$ cat src/rtl/dsrb_pkg.sv
// Shared types and constants for the daily sample ring buffer.
package dsrb_pkg;

    // Fixed field widths
    localparam int TIME_W  = 32;
    localparam int WATTS_W = 20;
    localparam int POWER_W = 16;
    localparam int IDX_W   = 9;
    localparam int COUNT_W = 9;
    localparam int DAY_W   = 16;

    localparam int DEF_CAPACITY = 288;

    // Power codes
    localparam logic [POWER_W-1:0] POWER_MAX     = 16'hFFFE;
    localparam logic [POWER_W-1:0] POWER_INVALID = 16'hFFFF;

    // 86400 = 2^7 * 675; day = ((t >> 7) * ceil(2^35 / 675)) >> 35, exact for 25-bit operand
    localparam int SEC_SHIFT   = 7;
    localparam int SECS_HI_W   = TIME_W - SEC_SHIFT;
    localparam int DAY_ODD     = 675;
    localparam int DAY_SHIFT   = 35;
    localparam int DAY_RECIP_W = 26;
    localparam int DAY_PROD_W  = SECS_HI_W + DAY_RECIP_W;
    localparam logic [DAY_RECIP_W-1:0] DAY_RECIP =
        DAY_RECIP_W'(((64'd1 << DAY_SHIFT) + DAY_ODD - 1) / DAY_ODD);

    localparam int SPD_W = 17;
    localparam logic [SPD_W-1:0] SECONDS_PER_DAY = 17'd86400;

    typedef enum logic {
        MODE_APPEND = 1'b0,
        MODE_READ   = 1'b1
    } mode_t;

    // One item after the day stage
    typedef struct packed {
        mode_t              mode;
        logic [TIME_W-1:0]  sample_time;
        logic [POWER_W-1:0] power_code;
        logic [IDX_W-1:0]   read_index;
        logic [DAY_W-1:0]   day;
    } item_t;

endpackage

$ cat src/rtl/dsrb_if.sv
// Valid/ready channel interfaces for sample beats and result beats.
interface dsrb_in_if import dsrb_pkg::*; ();
    logic               valid;
    logic               ready;
    logic               mode;
    logic [TIME_W-1:0]  sample_time;
    logic [WATTS_W-1:0] power_watts;
    logic               power_valid;
    logic [IDX_W-1:0]   read_index;

    modport source (
        output valid, mode, sample_time, power_watts, power_valid, read_index,
        input  ready
    );
    modport sink (
        input  valid, mode, sample_time, power_watts, power_valid, read_index,
        output ready
    );
endinterface


$ cat src/rtl/dsrb_day_stage.sv
// Input register and day-number stage: divides time by 86400 and encodes power.
module dsrb_day_stage import dsrb_pkg::*;
(
    input  logic        clk,
    input  logic        rst_n,
    dsrb_in_if.sink     samples,
    output item_t       item,
    output logic        item_valid,
    input  logic        item_ready
);

    logic               s1_valid_reg;
    logic               mode_reg;
    logic [TIME_W-1:0]  time_reg;
    logic [WATTS_W-1:0] watts_reg;
    logic               pvalid_reg;
    logic [IDX_W-1:0]   index_reg;

    item_t              item_reg;
    item_t              item_next;
    logic               s2_valid_reg;

    logic               en1;
    logic               en2;
    logic [SECS_HI_W-1:0]  secs_hi;
    logic [DAY_PROD_W-1:0] day_prod;

    // Stage enables: a stage loads when it is empty or its content moves on
    assign en2 = !s2_valid_reg || item_ready;
    assign en1 = !s1_valid_reg || en2;
    assign samples.ready = en1;

    // Input register
    always_ff @(posedge clk or negedge rst_n)
    begin
        if (!rst_n)
        begin
            s1_valid_reg <= 1'b0;
        end
        else if (en1)
        begin
            s1_valid_reg <= samples.valid;
        end
    end

    always_ff @(posedge clk)
    begin
        if (en1)
        begin
            mode_reg   <= samples.mode;
            time_reg   <= samples.sample_time;
            watts_reg  <= samples.power_watts;
            pvalid_reg <= samples.power_valid;
            index_reg  <= samples.read_index;
        end
    end

    // Day number by reciprocal multiply, power clamp or invalid code
    always_comb
    begin
        secs_hi  = time_reg[TIME_W-1:SEC_SHIFT];
        day_prod = DAY_PROD_W'(secs_hi) * DAY_PROD_W'(DAY_RECIP);

        item_next.mode        = mode_t'(mode_reg);
        item_next.sample_time = time_reg;
        item_next.read_index  = index_reg;
        item_next.day         = day_prod[DAY_SHIFT +: DAY_W];
        if (!pvalid_reg)
        begin
            item_next.power_code = POWER_INVALID;
        end
        else if (watts_reg > WATTS_W'(POWER_MAX))
        begin
            item_next.power_code = POWER_MAX;
        end
        else
        begin
            item_next.power_code = watts_reg[POWER_W-1:0];
        end
    end

    // Item register toward the ring
    always_ff @(posedge clk or negedge rst_n)
    begin
        if (!rst_n)
        begin
            s2_valid_reg <= 1'b0;
        end
        else if (en2)
        begin
            s2_valid_reg <= s1_valid_reg;
        end
    end

    always_ff @(posedge clk)
    begin
        if (en2)
        begin
            item_reg <= item_next;
        end
    end

    assign item       = item_reg;
    assign item_valid = s2_valid_reg;

endmodule

$ cat src/flat_wrapper.sv
// flat-port wrapper written by rule: the top's interface ports become plain ports
module dsrb_day_stage_flat import dsrb_pkg::*;
  (clk, rst_n, item, item_valid, item_ready, samples_valid, samples_mode, samples_sample_time, samples_power_watts, samples_power_valid, samples_read_index, samples_ready);
  dsrb_in_if samples_i ();
  input  logic clk;
  input  logic rst_n;
  output item_t item;
  output logic item_valid;
  input  logic item_ready;
  input wire logic [$bits(samples_i.valid)-1:0] samples_valid;
  input wire logic [$bits(samples_i.mode)-1:0] samples_mode;
  input wire logic [$bits(samples_i.sample_time)-1:0] samples_sample_time;
  input wire logic [$bits(samples_i.power_watts)-1:0] samples_power_watts;
  input wire logic [$bits(samples_i.power_valid)-1:0] samples_power_valid;
  input wire logic [$bits(samples_i.read_index)-1:0] samples_read_index;
  output wire logic [$bits(samples_i.ready)-1:0] samples_ready;
  assign samples_i.valid = samples_valid;
  assign samples_i.mode = samples_mode;
  assign samples_i.sample_time = samples_sample_time;
  assign samples_i.power_watts = samples_power_watts;
  assign samples_i.power_valid = samples_power_valid;
  assign samples_i.read_index = samples_read_index;
  assign samples_ready = samples_i.ready;
  dsrb_day_stage u_core (.clk(clk), .rst_n(rst_n), .samples(samples_i), .item(item), .item_valid(item_valid), .item_ready(item_ready));
endmodule
$ cat config.mk
export PLATFORM = sky130hd
export DESIGN_NAME = dsrb_day_stage_flat
export DESIGN_NICKNAME = d
export VERILOG_FILES = /design/src/rtl/dsrb_pkg.sv /design/src/rtl/dsrb_if.sv /design/src/rtl/dsrb_day_stage.sv /design/src/flat_wrapper.sv
export SDC_FILE = /design/constraint.sdc
export NUM_CORES = 1
export LEC_CHECK = 0
export BUFFER_PORTS_ARGS = -buffer_cell sky130_fd_sc_hd__buf_2
export CAP_MARGIN = 20
export CORE_UTILIZATION = 30
export DETAILED_ROUTE_END_ITERATION = 12
export PLACE_DENSITY = 0.59
export SETUP_SLACK_MARGIN = 0.2
export SYNTH_ARGS = -nofsm -noshare
export SYNTH_HDL_FRONTEND = slang
export SYNTH_SLANG_ARGS = --single-unit
$ cat constraint.sdc
create_clock -name clk -period 6.1 [get_ports clk]
set_input_delay 0.305 -clock clk [delete_from_list [all_inputs] [get_ports clk]]
set_output_delay 0.305 -clock clk [all_outputs]
set_load 0.1 [all_outputs]
==> results.sh, run 1 <==
export IMPL_status="finished, violations left"
export IMPL_violations="design-rule violations"
export IMPL_clock_sinks=139
export IMPL_hold_slack_ns=0.0388
export IMPL_routed_via_count=9547
export IMPL_reg2reg_to="u_core.item[14]$_DFFE_PP_"
export IMPL_final_cell_mix="inv_1 (341), ha_1 (258), fa_1 (173)"
export IMPL_fin_skew_ns=0.0170
export IMPL_worstSkewPairLatency_ns=0.43
export IMPL_holdCritPathClass="in2reg"
export IMPL_routedWlPerCell_um=16.7
export IMPL_layout_commonest_cell="inv_1"
export IMPL_io_pin_count=143
export IMPL_final_layout_size_suffix_gt1_share_pct=28.1
export IMPL_antenna_found_initial=0
export IMPL_synthDistinctLibCells=53
export IMPL_min_period_ns=6.09
export IMPL_grt_pass1_vias=10056
export IMPL_maxSlewHeadroom_pct=34.5
export IMPL_dr_pass1_iters=9
export IMPL_nFillCells=4497
export IMPL_die_w_um=220
export IMPL_setup_viol=0
export IMPL_syn2layout_area_growth_pct=27.0
export IMPL_required_ns=6.28
export IMPL_critPathCaptureType="flip-flop"
export IMPL_largest_reg_flops=74
export IMPL_final_util_pct=38.9
export IMPL_start_util_pct=30.6
export IMPL_avgSynthCellArea_sq_um=11.6
export IMPL_root_buffer="clkbuf_16"
export IMPL_ys_ff_latch=139
export IMPL_ff2ff_path_depth=20
export IMPL_place_gp_congestion=0.944
export IMPL_period_share_pct=99.8
export IMPL_h_tree_depth=4
export IMPL_async_flop_share_pct=1.44
export IMPL_seq_area_frac_synth_pct=29.1
export IMPL_finalWirelength_mm=35.8
export IMPL_core_region_area_sq_um=46800
export IMPL_r2r_slack_ns=0.01
export IMPL_grt_pass1_wl_mm=54.4
export IMPL_drc_errors=6
export IMPL_numPortBuffers=142
export IMPL_cts_buffers=17
export IMPL_nNetsFinal=2056
export IMPL_drt_iter0_markers=335
export IMPL_dp_hpwl_mm=30.5
export IMPL_r2r_start="u_core.time_reg[20]$_DFFE_PP_"
export IMPL_hold_violations=0
export IMPL_max_clock_path_buffers=2
export IMPL_clk_pin_slew_ns=0.07
export IMPL_worstHoldStart="samples_sample_time[12]"
export IMPL_startpoint_type="flip-flop"
export IMPL_synth_edf_count=137
export IMPL_arrival_ns=6.26
export IMPL_num_rows=79
export IMPL_antenna_left=0
export IMPL_grt_max_degree=65
export IMPL_min_to="u_core.time_reg[12]$_DFFE_PP_"
export IMPL_synthCells=1228
export IMPL_via_per_inst=4.46
export IMPL_grtUsageTotal_pct=14.8
export IMPL_cts_tree="done"
export IMPL_synth_area_sq_um=14300
export IMPL_ys_flop_type="edfxtp_1"
export IMPL_die_h_um=220
export IMPL_worstMarginPinSlew_ns=0.974
export IMPL_rsz0062_at_grt="true"
export IMPL_max_cap_violations=0
export IMPL_syn_nets=1762
export IMPL_path_max_fanout=4
export IMPL_yosysWarningCount=0
export IMPL_critPathKind="reg2reg"
export IMPL_slew_violations=0
export IMPL_die_area_sq_um=48600
export IMPL_gr_total_overflow=0
export IMPL_whs_path_depth=1
export IMPL_diodes=0
export IMPL_max_freq_mhz=164
[per-stage QoR]
stage | worst slack [ns] | instances | area, sq um | TNS [ns]
finish | 0.0146 | 2142 | 18200 | 0
global route | -0.204 | 2142 | 18200 | -0.965
CTS | 0.00559 | 2124 | 17700 | 0
detailed placement | -0.224 | 2069 | 16600 | -1.36
global placement | -0.233 | 2069 | 16600 | -0.911
floorplan | 0.193 | 1228 | 14400 | 0
[synthesized netlist by cell type, types with 8 or more instances]
cell type  number  area, sq um
a21oi_1        35          175
edfxtp_1      137         4110
fa_1          180         3600
ha_1          287         3590
inv_1         361         1360
nand2_1        40          150
nand4_1        16          100
nor2_1         17         63.8
o21a_1          8         60.1
o21ai_0        21          105
or3_1          16          100
xnor2_1        13          114
xor2_1          8         70.1
[area by class of cell]
| type | count | area (sq um) | share of cell area, % |
|---|---|---|---|
| Tap cell | 607 | 759 | 4.18 |
| Sequential cell | 139 | 4160 | 22.9 |
| Clock buffer | 20 | 457 | 2.51 |
| Inverter | 361 | 1360 | 7.49 |
| Clock inverter | 12 | 153 | 0.840 |
| Multi-Input combinational cell | 723 | 9470 | 52.1 |
| Timing Repair Buffer | 280 | 1810 | 9.96 |
[logic make-up (layout without fill, tap and decap cells)]
family / count (synthesis) / count (layout) / synth area share (%)
flip-flops: 139 / 139 / 29.1
buffers and inverters: 366 / 673 / 9.63
XOR/XNOR: 21 / 21 / 1.29
adder cells (fa/ha/maj): 467 / 467 / 50.3
AND/OR/NAND/NOR: 124 / 124 / 4.46
AO/OA/AOI/OAI: 111 / 111 / 5.21
[worst max path at each step]
stage | startpoint | endpoint | slack (ns)
2_1_floorplan | u_core.time_reg[21]$_DFFE_PP_ | u_core.item[15]$_DFFE_PP_ | 0.19
3_3_place_gp | u_core.time_reg[17]$_DFFE_PP_ | u_core.item[10]$_DFFE_PP_ | -0.23
3_5_place_dp | u_core.time_reg[17]$_DFFE_PP_ | u_core.item[10]$_DFFE_PP_ | -0.22
4_1_cts | u_core.time_reg[20]$_DFFE_PP_ | u_core.item[10]$_DFFE_PP_ | 0.006
5_1_grt | u_core.time_reg[21]$_DFFE_PP_ | u_core.item[15]$_DFFE_PP_ | -0.20
6_report | u_core.time_reg[20]$_DFFE_PP_ | u_core.item[14]$_DFFE_PP_ | 0.01
[worst max-delay path, cell delays in order (launching register included)]
cell,delay [ns]
edfxtp_1,0.50
buf_6,0.17
ha_1,0.33
ha_1,0.29
inv_1,0.05
fa_1,0.53
inv_1,0.05
fa_1,0.47
fa_1,0.50
fa_1,0.57
fa_1,0.47
ha_4,0.31
and3_4,0.22
nand4_1,0.16
a2111oi_4,0.39
a211oi_2,0.06
buf_4,0.17
o211ai_4,0.19
buf_6,0.14
a41oi_2,0.12
xnor2_1,0.15
[layer usage]
metal | GRT usage, % | part of all wire (%) | up-vias
met3 | 4.10 | 6.0 | 27
li1 | - | - | 4574
met2 | 23.3 | 46 | 200
met1 | 20.2 | 46 | 4746
met5 | 0 | 0 | -
met4 | 3.15 | 1.2 | 0
[repair_timing]
item / in CTS / in global routing
pin swaps: 31 / 59
buffers inserted: 22 / 18
endpoints found under the setup margin: 15 / 16
cloned: 0 / 0
hold buffers: 1 / 0
hold endpoints to repair: 2 / 0
resized for setup: 73 / 63
Power of run 1 is left out: the tool's default activity adds up to more than one toggle a clock period on the data nets, which glitch-free logic cannot reach.
==> run 2: changes to the inputs <==
Settings changed: PLACE_DENSITY 0.59 to 0.58.
==> run 2 against run 1 <==
  * The flow finishes with violations (design-rule violations, negative setup slack)
  * Sequential share of layout area increased by 0.32 points
  * Maximum frequency decreased by 2.3%
  * Critical path depth increased by 1
  * Non-clock buffer count decreased by 2
  * Worst hold slack improved by 0.0082 ns
  * Core utilization decreased by 0.54 points
  * Die area unchanged
  * Final area decreased by 1.4%
  * Cell count about the same
  * Worst setup slack got worse by 0.14 ns
  * First-iteration DRC count increased by 3.6%
  * Count of clock-buffer cells in the layout decreased by 3
==> results.sh, run 2 (synthesized netlist as in run 1, its figures left out) <==
export IMPL_status="finished, violations left"
export IMPL_violations="design-rule violations, negative setup slack"
export IMPL_via_per_inst=4.39
export IMPL_rsz0062_at_grt="true"
export IMPL_hold_violations=0
export IMPL_final_area_sq_um=17900
export IMPL_grt_busiest_layer="met2"
export IMPL_max_freq_mhz=161
export IMPL_die_w_um=220
export IMPL_path_max_fanout=5
export IMPL_start_util_pct=30.6
export IMPL_holdCritPathClass="in2reg"
export IMPL_cts_tree="done"
export IMPL_h_tree_depth=4
export IMPL_cp_buffers_inverters=6
export IMPL_finalWirelength_mm=35.4
export IMPL_clk_pin_slew_ns=0.07
export IMPL_min_period_ns=6.23
export IMPL_placed_cell_area_sq_um=16700
export IMPL_worstSkewPairLatency_ns=0.43
export IMPL_grt_pass1_vias=10144
export IMPL_critPathCaptureType="flip-flop"
export IMPL_met2_usage_pct=23.2
export IMPL_slowest_delay_ns=0.56
export IMPL_grt_pass1_wl_mm=55.4
export IMPL_grtUsageTotal_pct=15.0
export IMPL_met1_usage_pct=20.6
export IMPL_root_buffer="clkbuf_16"
export IMPL_grt_max_degree=66
export IMPL_final_cell_mix="inv_1 (356), ha_1 (272), fa_1 (178)"
export IMPL_core_region_area_sq_um=46800
export IMPL_numPortBuffers=142
export IMPL_die_h_um=220
export IMPL_num_rows=79
export IMPL_layout_commonest_cell="inv_1"
export IMPL_setup_viol=5
export IMPL_layout_setup_ws_ns=-0.129
export IMPL_final_cells=2140
export IMPL_cp_top_family="adder cells"
export IMPL_antenna_found_initial=1
export IMPL_syn2layout_area_growth_pct=25.3
export IMPL_worstMarginPinSlew_ns=0.881
export IMPL_final_layout_size_suffix_gt1_share_pct=25.0
export IMPL_gr_total_overflow=0
export IMPL_drt_iter0_markers=347
export IMPL_io_pin_count=143
export IMPL_nNetsFinal=2054
export IMPL_crit_slowest_cell="fa_1"
export IMPL_cts_buffers=17
export IMPL_crit_top_cell="fa_1"
export IMPL_drc_errors=5
export IMPL_largest_reg_flops=74
export IMPL_arrival_ns=6.41
export IMPL_place_inst=2082
export IMPL_die_area_sq_um=48600
export IMPL_routedWlPerCell_um=16.6
export IMPL_dr_pass1_iters=8
export IMPL_grtUsageMet3_pct=4.33
export IMPL_dp_hpwl_mm=30.6
export IMPL_slew_violations=0
export IMPL_maxSlewHeadroom_pct=41.3
export IMPL_period_share_pct=102
export IMPL_max_cap_violations=0
export IMPL_required_ns=6.28
export IMPL_clock_sinks=139
export IMPL_antenna_left=0
export IMPL_startpoint_type="flip-flop"
export IMPL_diodes=0
export IMPL_place_gp_congestion=0.949
export IMPL_max_clock_path_buffers=2
export IMPL_routed_via_count=9384
export IMPL_path_cells="fa_1 -> inv_1 -> fa_1 -> inv_1 -> ha_1 -> fa_1 -> inv_1 -> fa_1 -> fa_1 -> inv_1 -> fa_1 -> ha_4 -> nand2_2 -> or4_4 -> nor3_4 -> a211oi_2 -> buf_4 -> o211ai_4 -> buf_6 -> a41oi_2 -> xnor2_1"
export IMPL_critPathKind="reg2reg"
export IMPL_fin_skew_ns=0.0147
export IMPL_final_util_pct=38.3
[run 2: cell count changes in the layout (fill, tap and decap cells not counted), moves of 5 or more]
cell | before | now
ha_1 | 258 | 272
ha_4 | 24 | 14
inv_1 | 341 | 356
fa_2 | 7 | 2
fa_1 | 173 | 178
inv_2 | 18 | 5
[run 2: repair_timing]
| item | 4_1_cts | 5_1_grt |
|---|---|---|
| gates resized for setup | 51 | 31 |
| hold buffers | 1 | 0 |
| endpoints found under the setup margin | 15 | 16 |
| setup buffers | 15 | 10 |
| hold endpoints to repair | 2 | 0 |
| pin swaps | 32 | 43 |
[run 2: worst paths after layout]
check | start | to | slack (ns) | cells after the start
hold reg to reg | u_core.index_reg[3]$_DFFE_PP_ | u_core.item[19]$_DFFE_PP_ | 0.42 | 0
hold / removal | samples_read_index[1] | u_core.index_reg[1]$_DFFE_PP_ | 0.05 | 1
max in group asynchronous | rst_n | u_core.s1_valid_reg$_DFFE_PN0P_ | 5.81 | 2
setup reg to reg | u_core.time_reg[11]$_DFFE_PP_ | u_core.item[14]$_DFFE_PP_ | -0.13 | 21
setup / recovery | u_core.time_reg[11]$_DFFE_PP_ | u_core.item[14]$_DFFE_PP_ | -0.13 | 21
min in group asynchronous | rst_n | u_core.item_valid$_DFFE_PN0P_ | 0.20 | 2
[run 2: metal layers]
| metal | vias up | routed length (um) | part of all wire (%) |
|---|---|---|---|
| li1 | 4586 | - | - |
| met1 | 4576 | 16700 | 47 |
| met2 | 186 | 15900 | 45 |
| met3 | 34 | 2180 | 6.2 |
| met4 | 2 | 554 | 1.6 |
| met5 | - | 10 | 0.028 |
[run 2: cell type report]
class	count	area [sq um]
clock buffers	17	425
flip-flops and latches	139	4160
inverters	361	1360
clock inverters	15	204
repair buffers	278	1780
multi-input cells	723	9230
well taps	607	759
fillers	4568	28800
[run 2: through the flow]
stage                     setup TNS [ns]  setup WS (ns)  hold WS (ns)
final                             -0.349         -0.129        0.0470
after global routing               -2.69         -0.355        0.0289
after CTS                         -0.374         -0.110        0.0285
after detailed placement           -1.95         -0.289        0.0947
after global placement             -1.71         -0.301        0.0910
after floorplan                        0          0.193       0.00941
[run 2: worst register-to-register path, delay by kind of cell, from the launching register on]
family / cells / cell delay (ns)
buffers and inverters: 6 / 0.52
flip-flops: 1 / 0.42
XOR/XNOR: 1 / 0.15
AO/OA/AOI/OAI: 3 / 0.45
adder cells (fa/ha/maj): 8 / 3.67
AND/OR/NAND/NOR: 3 / 0.78
Power of run 2 is left out for the same reason.
==> run 3: changes to the inputs <==
Settings changed: REMOVE_ABC_BUFFERS from default to 1.
==> run 3 against run 2 <==
  * The flow still finishes with violations (design-rule violations, negative setup slack)
  * Worst setup slack gained 0.11 ns
  * Clock skew about the same
  * Maximum frequency grew 1.8%
  * Count of clock-buffer cells in the layout rose by 1
  * Die area unchanged
  * Routed wire length is 6.2% higher
  * Worst hold slack got worse by 0.015 ns
  * Register-to-register slack better by 0.11 ns
  * Sequential share of layout area is 0.79 points lower
  * Critical path type unchanged
==> results.sh, run 3 (synthesized netlist as in run 1, its figures left out) <==
export IMPL_drc_errors=4
export IMPL_nFillCells=4507
export IMPL_place_gp_congestion=0.945
export IMPL_place_inst=2120
export IMPL_die_h_um=220
export IMPL_path_cells="buf_4 -> buf_6 -> inv_1 -> fa_1 -> inv_2 -> fa_1 -> fa_1 -> inv_1 -> fa_1 -> fa_1 -> fa_1 -> inv_1 -> ha_1 -> nand4_1 -> or4_4 -> nor3_4 -> a211oi_2 -> buf_4 -> o211ai_4 -> buf_6 -> a41oi_2 -> xnor2_1"
export IMPL_cp_top_family="adder cells"
export IMPL_crit_top_cell="fa_1"
export IMPL_clk_pin_slew_ns=0.07
export IMPL_grtUsageTotal_pct=15.6
export IMPL_period_share_pct=100
export IMPL_maxSlewHeadroom_pct=30.4
export IMPL_status="finished, violations left"
export IMPL_worstMarginPinSlew_ns=1.03
export IMPL_slew_violations=0
export IMPL_max_freq_mhz=163
export IMPL_final_cell_mix="inv_1 (337), ha_1 (255), fa_1 (166)"
export IMPL_routed_via_count=9746
export IMPL_area_sequential_sq_um=4160
export IMPL_critPathKind="reg2reg"
export IMPL_required_ns=6.29
export IMPL_via_per_inst=4.45
export IMPL_crit_slowest_cell="fa_1"
export IMPL_final_layout_size_suffix_gt1_share_pct=30.9
export IMPL_cts_tree="done"
export IMPL_startpoint_type="flip-flop"
export IMPL_arrival_ns=6.31
export IMPL_rsz0062_at_grt="true"
export IMPL_post_place_ws_ns=-0.338
export IMPL_multi_input_area_sq_um=9490
export IMPL_layout_commonest_cell="inv_1"
export IMPL_endpoint="u_core.item[14]$_DFFE_PP_"
export IMPL_diodes=0
export IMPL_ff2ff_path_depth=22
export IMPL_core_region_area_sq_um=46800
export IMPL_antenna_left=0
export IMPL_setup_viol=2
export IMPL_min_period_ns=6.12
export IMPL_hold_violations=0
export IMPL_routedWlPerCell_um=17.2
export IMPL_nNetsFinal=2102
export IMPL_worstSkewPairLatency_ns=0.44
export IMPL_root_buffer="clkbuf_16"
export IMPL_die_area_sq_um=48600
export IMPL_startpoint="u_core.time_reg[17]$_DFFE_PP_"
export IMPL_violations="design-rule violations, negative setup slack"
export IMPL_holdCritPathClass="in2reg"
export IMPL_clock_sinks=139
export IMPL_drt_iter0_markers=407
export IMPL_dr_pass1_iters=9
export IMPL_grt_pass1_vias=10262
export IMPL_reg2reg_to="u_core.item[14]$_DFFE_PP_"
export IMPL_finalWirelength_mm=37.6
export IMPL_max_clock_path_buffers=2
export IMPL_final_util_pct=39.7
export IMPL_num_rows=79
export IMPL_grt_pass1_wl_mm=57.2
export IMPL_r2r_start="u_core.time_reg[17]$_DFFE_PP_"
export IMPL_grt_max_degree=69
export IMPL_die_w_um=220
export IMPL_gr_total_overflow=0
export IMPL_largest_reg_flops=74
export IMPL_h_tree_depth=4
export IMPL_cp_buffers_inverters=8
export IMPL_r2r_slack_ns=-0.02
export IMPL_start_util_pct=30.6
export IMPL_antenna_found_initial=0
export IMPL_dp_hpwl_mm=31.6
export IMPL_final_cells=2188
export IMPL_max_cap_violations=0
export IMPL_cts_buffers=17
export IMPL_critPathCaptureType="flip-flop"
export IMPL_fin_skew_ns=0.0150
export IMPL_slowest_delay_ns=0.56
export IMPL_cp_num_cells=22
export IMPL_path_max_fanout=4
export IMPL_layout_setup_ws_ns=-0.0188
export IMPL_io_pin_count=143
export IMPL_syn2layout_area_growth_pct=29.7
export IMPL_whs_path_depth=1
export IMPL_numPortBuffers=142
==> run 3: routing by layer <==
layer	GRT usage [%]	vias to the layer above	wire, um
met2	24.6	212	17400
li1	-	4666	-
met3	3.97	34	2030
met5	0	-	0
met4	3.20	0	376
met1	21.7	4834	17800
==> run 3: final cells by class <==
class / instances / area share [%]
Inverter: 361 / 7.31
Tap cell: 607 / 4.09
Clock inverter: 14 / 0.823
Multi-Input combinational cell: 723 / 51.2
Clock buffer: 18 / 2.31
Sequential cell: 139 / 22.5
Timing Repair Buffer: 326 / 11.8
==> run 3: stage by stage <==
stage                     TNS (ns)  hold slack (ns)  area [sq um]
after floorplan                  0          0.00941         14300
after global placement       -1.76           0.0910         16900
after detailed placement     -2.21           0.0933         16900
after CTS                        0         0.000624         18100
after global routing         -1.05           0.0151         18500
final                      -0.0369           0.0320         18500
==> run 3: repair_timing <==
action,in CTS,in global routing
hold buffers,1,0
hold endpoints to repair,2,0
buffers inserted,18,17
resized for setup,96,72
pin swaps,71,39
endpoints found under the setup margin,16,16
==> run 3: worst min-delay path by stage <==
stage / start / to / slack (ns)
2_1_floorplan: rst_n / u_core.item_valid$_DFFE_PN0P_ / 0.009
3_3_place_gp: rst_n / u_core.item_valid$_DFFE_PN0P_ / 0.09
3_5_place_dp: rst_n / u_core.s1_valid_reg$_DFFE_PN0P_ / 0.09
4_1_cts: samples_read_index[1] / u_core.index_reg[1]$_DFFE_PP_ / 0.0006
5_1_grt: samples_sample_time[15] / u_core.time_reg[15]$_DFFE_PP_ / 0.02
6_report: samples_sample_time[15] / u_core.time_reg[15]$_DFFE_PP_ / 0.03
Power of run 3 is left out for the same reason.
